===== src/hdl/euler_to_quaternion_defines.svh =====
// Assertion macros for the Euler-to-quaternion block.
// Used by files that assert; expects clk and rst in scope.
`ifndef EULER_TO_QUATERNION_DEFINES_SVH
`define EULER_TO_QUATERNION_DEFINES_SVH

`ifndef SYNTH
`define E2Q_ASSERT_IMP(label, ante, cons) \
  label: assert property (@(posedge clk) disable iff (rst) (ante) |-> (cons)) \
    else $error("e2q check failed");
`define E2Q_ASSERT_NXT(label, ante, cons) \
  label: assert property (@(posedge clk) disable iff (rst) (ante) |=> (cons)) \
    else $error("e2q check failed");
`else
`define E2Q_ASSERT_IMP(label, ante, cons)
`define E2Q_ASSERT_NXT(label, ante, cons)
`endif

`endif


===== src/hdl/e2q_pkg.sv =====
// Package for the Euler-to-quaternion block: constants, atan table, types.
// No dependencies.
package e2q_pkg;

  localparam int TRIG_ITERATIONS = 16;
  localparam int ATAN_ENTRIES    = 24;
  localparam int TRIG_STAGES     = (TRIG_ITERATIONS < ATAN_ENTRIES) ?
                                   TRIG_ITERATIONS : ATAN_ENTRIES;
  localparam int SQRT_STAGES     = 32;
  localparam int QUO_BITS        = 20;
  // cordic + pair/triple/sum/square/sum-of-squares + sqrt + divider + output
  localparam int LATENCY         = TRIG_STAGES + 5 + SQRT_STAGES + QUO_BITS + 2;

  localparam logic signed [15:0] Q_ONE     = 16'sh7fff;
  localparam logic signed [15:0] Q_MIN     = -16'sh8000;

  // Per-lane divider result handed back to the top level.
  typedef struct packed {
    logic [QUO_BITS-1:0] quo;
    logic                ovf;
    logic                neg;
    logic                zero;
  } div_res_t;

  // Arctangent of 2^-i in half-angle phase units (2^32 per turn), truncated.
  function automatic logic [31:0] atan_phase(input int idx);
    logic [31:0] v;
    case (idx)
      0:  v = 32'd536870912;
      1:  v = 32'd316933406;
      2:  v = 32'd167458907;
      3:  v = 32'd85004756;
      4:  v = 32'd42667331;
      5:  v = 32'd21354465;
      6:  v = 32'd10679838;
      7:  v = 32'd5340245;
      8:  v = 32'd2670163;
      9:  v = 32'd1335087;
      10: v = 32'd667544;
      11: v = 32'd333772;
      12: v = 32'd166886;
      13: v = 32'd83443;
      14: v = 32'd41721;
      15: v = 32'd20860;
      16: v = 32'd10430;
      17: v = 32'd5215;
      18: v = 32'd2607;
      19: v = 32'd1303;
      20: v = 32'd651;
      21: v = 32'd325;
      22: v = 32'd162;
      23: v = 32'd81;
      default: v = 32'd0;
    endcase
    return v;
  endfunction

endpackage


===== src/hdl/e2q_cordic.sv =====
// Pipelined rotation-mode CORDIC: sine and cosine of half a binary angle.
// Depends on e2q_pkg.
module e2q_cordic (
  input  logic               clk,
  input  logic               en,
  input  logic signed [15:0] angle,
  output logic signed [17:0] sin_val,
  output logic signed [17:0] cos_val
);

  localparam int N = e2q_pkg::TRIG_STAGES;

  logic signed [30:0] xs [0:N-1];
  logic signed [30:0] ys [0:N-1];
  logic signed [31:0] zs [0:N-1];

  for (genvar i = 0; i < N; i++) begin : g_stage
    logic signed [30:0] px;
    logic signed [30:0] py;
    logic signed [31:0] pz;
    logic signed [31:0] atn;

    if (i == 0) begin : g_first
      assign px = 31'sd268435456;
      assign py = '0;
      assign pz = {angle[15], angle, 15'b0};
    end else begin : g_rest
      assign px = xs[i-1];
      assign py = ys[i-1];
      assign pz = zs[i-1];
    end
    assign atn = $signed(e2q_pkg::atan_phase(i));

    always_ff @(posedge clk) begin
      if (en) begin
        if (pz >= 0) begin
          xs[i] <= px - (py >>> i);
          ys[i] <= py + (px >>> i);
          zs[i] <= pz - atn;
        end else begin
          xs[i] <= px + (py >>> i);
          ys[i] <= py - (px >>> i);
          zs[i] <= pz + atn;
        end
      end
    end
  end

  // scale G*2^15
  assign cos_val = xs[N-1][30:13];
  assign sin_val = ys[N-1][30:13];

endmodule


===== config.mk =====
export PLATFORM = sky130hd
export DESIGN_NAME = e2q_cordic
export DESIGN_NICKNAME = d
export VERILOG_FILES = /design/src/hdl/euler_to_quaternion_defines.svh /design/src/hdl/e2q_pkg.sv /design/src/hdl/e2q_cordic.sv
export SDC_FILE = /design/constraint.sdc
export NUM_CORES = 2
export LEC_CHECK = 0
export ABC_AREA = 1
export BUFFER_PORTS_ARGS = -buffer_cell sky130_fd_sc_hd__buf_2
export CAP_MARGIN = 10
export CORE_UTILIZATION = 47
export CTS_BUF_LIST = sky130_fd_sc_hd__clkbuf_4 sky130_fd_sc_hd__clkbuf_8
export DETAILED_ROUTE_END_ITERATION = 8
export PLACE_DENSITY_LB_ADDON = 0.08
export SLEW_MARGIN = 20
export SYNTH_ARGS = -nofsm -noshare
export SYNTH_HDL_FRONTEND = slang
export SYNTH_SLANG_ARGS = --single-unit

===== constraint.sdc =====
create_clock -name clk -period 13.5 [get_ports clk]
set_input_delay 2.7 -clock clk [delete_from_list [all_inputs] [get_ports clk]]
set_output_delay 2.7 -clock clk [all_outputs]
set_load 0.02 [all_outputs]

After elaboration in Yosys (flattened, before gate mapping)
Memories as Yosys holds them, arrays and structs flattened.
Cells that the tools add are included.
{ "classes": {"n_addsub": 92, "magnitude_cmp": 16, "mux": 144, "bitwise_logic": 48} }
{ "ops": {"columns": ["op", "n"], "rows": [
  ["$mux W31", 32],
  ["$mux W32", 16],
  ["$ge A32 B1 Y1 const B", 15],
  ["$mux W1", 96],
  ["$add A31 B16 Y31", 2],
  ["$add A31 B17 Y31", 2],
  ["$add A31 B18 Y31", 2],
  ["$add A31 B19 Y31", 2],
  ["$add A31 B20 Y31", 2],
  ["$add A31 B21 Y31", 2],
  ["$add A31 B22 Y31", 2],
  ["$add A31 B23 Y31", 2],
  ["$add A31 B24 Y31", 2],
  ["$add A31 B25 Y31", 2],
  ["$add A31 B26 Y31", 2],
  ["$add A31 B27 Y31", 2],
  ["$add A31 B28 Y31", 2],
  ["$add A31 B29 Y31", 2],
  ["$add A31 B30 Y31", 2],
  ["$sub A31 B16 Y31", 2],
  ["$sub A31 B17 Y31", 2],
  ["$sub A31 B18 Y31", 2],
  ["$sub A31 B19 Y31", 2],
  ["$sub A31 B20 Y31", 2],
  ["other kinds (44)", 101]
]} }
{ "totals": {"register_bits": 0, "ram_bits": 1504, "in_bits": 18, "out_inout_bits": 36, "wordCells": 303, "n_memories": 3} }
{ "mem_list": {"columns": ["name", "words", "word_bits", "read_ports", "rd_ports_with_merged_regs", "write_ports", "line", "source"], "rows": [
  ["zs", 16, 32, 15, 0, 16, "e2q_cordic.sv:15", "logic signed [31:0] zs [0:N-1];"],
  ["xs", 16, 31, 16, 0, 16, "e2q_cordic.sv:13", "logic signed [30:0] xs [0:N-1];"],
  ["ys", 16, 31, 16, 0, 16, "e2q_cordic.sv:14", "logic signed [30:0] ys [0:N-1];"]
]} }

Depth between registers and ports, before layout
An unclocked memory read counts as a cell.
{ "logic_depth": {"ltp_word": 6, "depth_mapped": 24, "mapped_depth_nobuf": 24} }

Worst setup path before layout
OpenSTA, ideal clock, no wires.
{ "synth_timing": {"path_type": "input to register", "from": "in en", "to": "mem xs[11][7], in the netlist xs[1][100] (enable)", "setup_time_ns": 0.485, "arrival_time_ns": 6.086, "required_ns": 13.015, "path_slack_ns": 6.929, "stages": 6, "path_buffers": 6, "path_cell_list": "buf_4 > buf_8 > buf_6 > buf_4 > clkbuf_1 > clkbuf_1"} }
{ "synth_rtl": {"columns": ["item", "line", "source"], "rows": [
  ["start: declaration", "e2q_cordic.sv:5", "input logic en,"],
  ["end: declaration", "e2q_cordic.sv:13", null]
]} }

==> results_dict.tcl <==
set metrics [dict create \
    synthArstFlopShare_pct 0 \
    r2r_cells 13 \
    wl_um 326500 \
    clk_pin_slew_ns 0.06 \
    grt_usage_pct 28.55 \
    cp_max_fo 72 \
    clock_path_buffers 3 \
    use_met1_pct 36.80 \
    htreeDepth 4 \
    min_path_type "flop to flop" \
    cts_buffers 201 \
    fin_area_um2 112500 \
    io_pins 54 \
    netlist_area_um2 104500 \
    cp.arrival_ns 7.43 \
    reg2reg_setup_slack_ns 9.04 \
    synth_edf_count 1072 \
    area_growth_pct 7.589 \
    hold_start "zs[1][65]" \
    outcome "finished, final reports clean" \
    maxCapViolations 0 \
    place_area_um2 108200 \
    critPathRequiredTime_ns 14.22 \
    antenna_found_initial 6 \
    multi_input_area_um2 63620 \
    die_w_um 473.6 \
    ant_nets 0 \
    drtIter0Drc 7129 \
    yosys_register_bits 1072 \
    synth_ff_type "edfxtp_1" \
    worstMarginPinSlew_ns 0.9885 \
    fin_crit_sh_pct 49.69 \
    synth_nets 15770 \
    fp-row-count 172 \
    tritoncts "done" \
    io_buffers 53 \
    final-setup-viol-count 0 \
    hpwl_um 271200 \
    ctsHoldBuffers 0 \
    cts-root-buf "clkbuf_8" \
    slowest_stage "inv_1" \
    whs_endpoint "zs[1][97]" \
    drtPass1Iterations 6 \
    worst_clock_skew_ns 0.08286 \
    cts-resized-gates 0 \
    layout_min_cycle_time_ns 6.709 \
    regArea_um2 32190 \
    netlist_instances 14770 \
    globalplace.congestion 0.9727 \
    vias_per_cell 5.317 \
    post_drt_wl_per_cell_um 18.04 \
    drc 0 \
    grt.busiest_layer "met2" \
    slowest_delay_ns 0.71 \
    grt_pass1_wl_um 505200 \
    synth_cell_types 50 \
    use_met3_pct 3.137 \
    setup_tns_ns 0 \
    start_util_pct 47.43 \
    vias 96220 \
    overflow 0 \
    cts.sinks 1072 \
    cts_setup_buffers 0 \
    drive_gt1_share_pct 3.206 \
    max_freq_mhz 149.1 \
    cp-start-kind "primary input" \
    die_area_um2 224300 \
    grtUsageMet2_pct 49.49 \
    slew_headroom_pct 34.10 \
    cp_cell_sequence "buf_8 -> buf_4 -> buf_4 -> nand2_2 -> buf_4 -> inv_1 -> nor2_1 -> xor2_1 -> inv_1 -> ha_1 -> nand2_1 -> o21ai_0 -> nand2_1 -> nand2_1 -> nand2_1 -> nand3_1 -> nand2_1 -> nand2_1 -> xor2_1" \
    hold_depth 0 \
    clk_latency_ns 1.00 \
    design.core.area_um2 220400 \
    ys_seq_area_share_pct 30.80 \
    grt_max_degree 181 \
    finalNetCount 15950 \
    hold_violations 0 \
    end_kind "flop" \
    die_h_um 473.6 \
    synth_area_per_cell_um2 7.076 \
    timing.rr.start "zs[1][63]" \
    path_class "primary input to flop" \
    fill_cells 22720 \
    ys_warn_count 0 \
    r2r-end "xs[1][88]" \
    first_global_vias 91670 \
    crit_top_cell "nand2_1" \
    grt_setup_unrepaired "no" \
    slew_viol_final 0 \
]
cells in the mapped netlist, types with 177 or more instances:
master	count	share of area (%)
edfxtp_1	1072	31
ha_1	950	11
o21bai_1	177	1.3
a21oi_1	1037	5.0
nor2_1	1469	5.3
xor2_1	817	6.8
nand4_1	277	1.7
nand2_1	4147	15
nand3_1	933	4.5
xnor2_1	216	1.8
inv_1	2161	7.8
o21ai_0	629	3.0
cells by family after synthesis:
logic type / synth area share, %
AO/OA/AOI/OAI: 11.59
adder cells (fa/ha/maj): 11.97
buffers and inverters: 8.355
XOR/XNOR: 8.687
AND/OR/NAND/NOR: 28.60
flip-flops: 30.80
cells in the final DEF (no fill, tap or decap), types with 28 or more instances in the layout:
cell / synthesis / routed
a21boi_0: 91 / 91
a21o_1: 102 / 102
a21oi_1: 1037 / 1037
a31oi_1: 37 / 37
and3_1: 36 / 36
buf_2: 35 / 52
buf_4: 9 / 31
clkbuf_4: 0 / 52
clkbuf_8: 0 / 202
clkinv_1: 1 / 60
edfxtp_1: 1072 / 1072
fa_1: 31 / 31
ha_1: 950 / 950
inv_1: 2161 / 2161
nand2_1: 4147 / 4142
nand3_1: 933 / 933
nand3b_1: 76 / 76
nand4_1: 277 / 277
nor2_1: 1469 / 1469
nor3_1: 149 / 149
nor4_1: 47 / 47
o21a_1: 44 / 44
o21ai_0: 629 / 629
o21bai_1: 177 / 177
o31ai_1: 28 / 28
or2_2: 32 / 32
xnor2_1: 216 / 216
xor2_1: 817 / 817
metrics by stage:
step | std cells | setup slack [ns] | hold slack, ns | util (%)
after CTS | 18090 | 6.888 | 0.4317 | 51.02
after global placement | 17710 | 5.820 | 0.4027 | 49.11
after detailed placement | 17710 | 5.776 | 0.4143 | 49.11
after floorplan | 14770 | 6.929 | 0.4003 | -
final | 18100 | 6.791 | 0.4276 | 51.03
after global routing | 18090 | 6.388 | 0.4486 | 51.03
worst max path at each step:
| stage | start | end | slack (ns) | cells after the start |
|---|---|---|---|---|
| after floorplan | en | xs[1][100] | 6.93 | 6 |
| after global placement | en | xs[1][111] | 5.82 | 19 |
| after detailed placement | en | xs[1][111] | 5.78 | 19 |
| after CTS | en | xs[1][111] | 6.89 | 19 |
| after global routing | en | xs[1][111] | 6.39 | 19 |
| final | en | xs[1][111] | 6.79 | 19 |
layer usage:
metal | part of all wire (%) | wire [um]
met1 | 44 | 144800
met2 | 47 | 154900
met3 | 4.8 | 15670
met4 | 3.3 | 10900
met5 | 0.070 | 227
critical path, delay by kind of cell:
| family | cells | cell delay, ns |
|---|---|---|
| and+or+nand+nor | 9 | 0.89 |
| AOI/OAI and AO/OA | 1 | 0.58 |
| xor gates and xnor gates | 2 | 0.22 |
| buffers and inverters | 6 | 2.63 |
| adders and majority gates | 1 | 0.34 |
state kept, by name (all words and copies together), names as in the netlist:
| signal | flops |
|---|---|
| xs | 331 |
| ys | 333 |
| zs | 408 |
cell type report:
class / count / share of cell area (%)
inverter: 2176 / 7.263
clock buffer: 254 / 2.819
timing repair buffer: 86 / 0.4873
multi-input combinational: 11420 / 56.57
clock inverter: 123 / 0.9190
sequential: 1072 / 28.62
tap: 2958 / 3.291
antenna: 11 / 0.02448
Power is not shown: default switching activity piles up to over one toggle a cycle in this logic, so the estimate is an artifact.
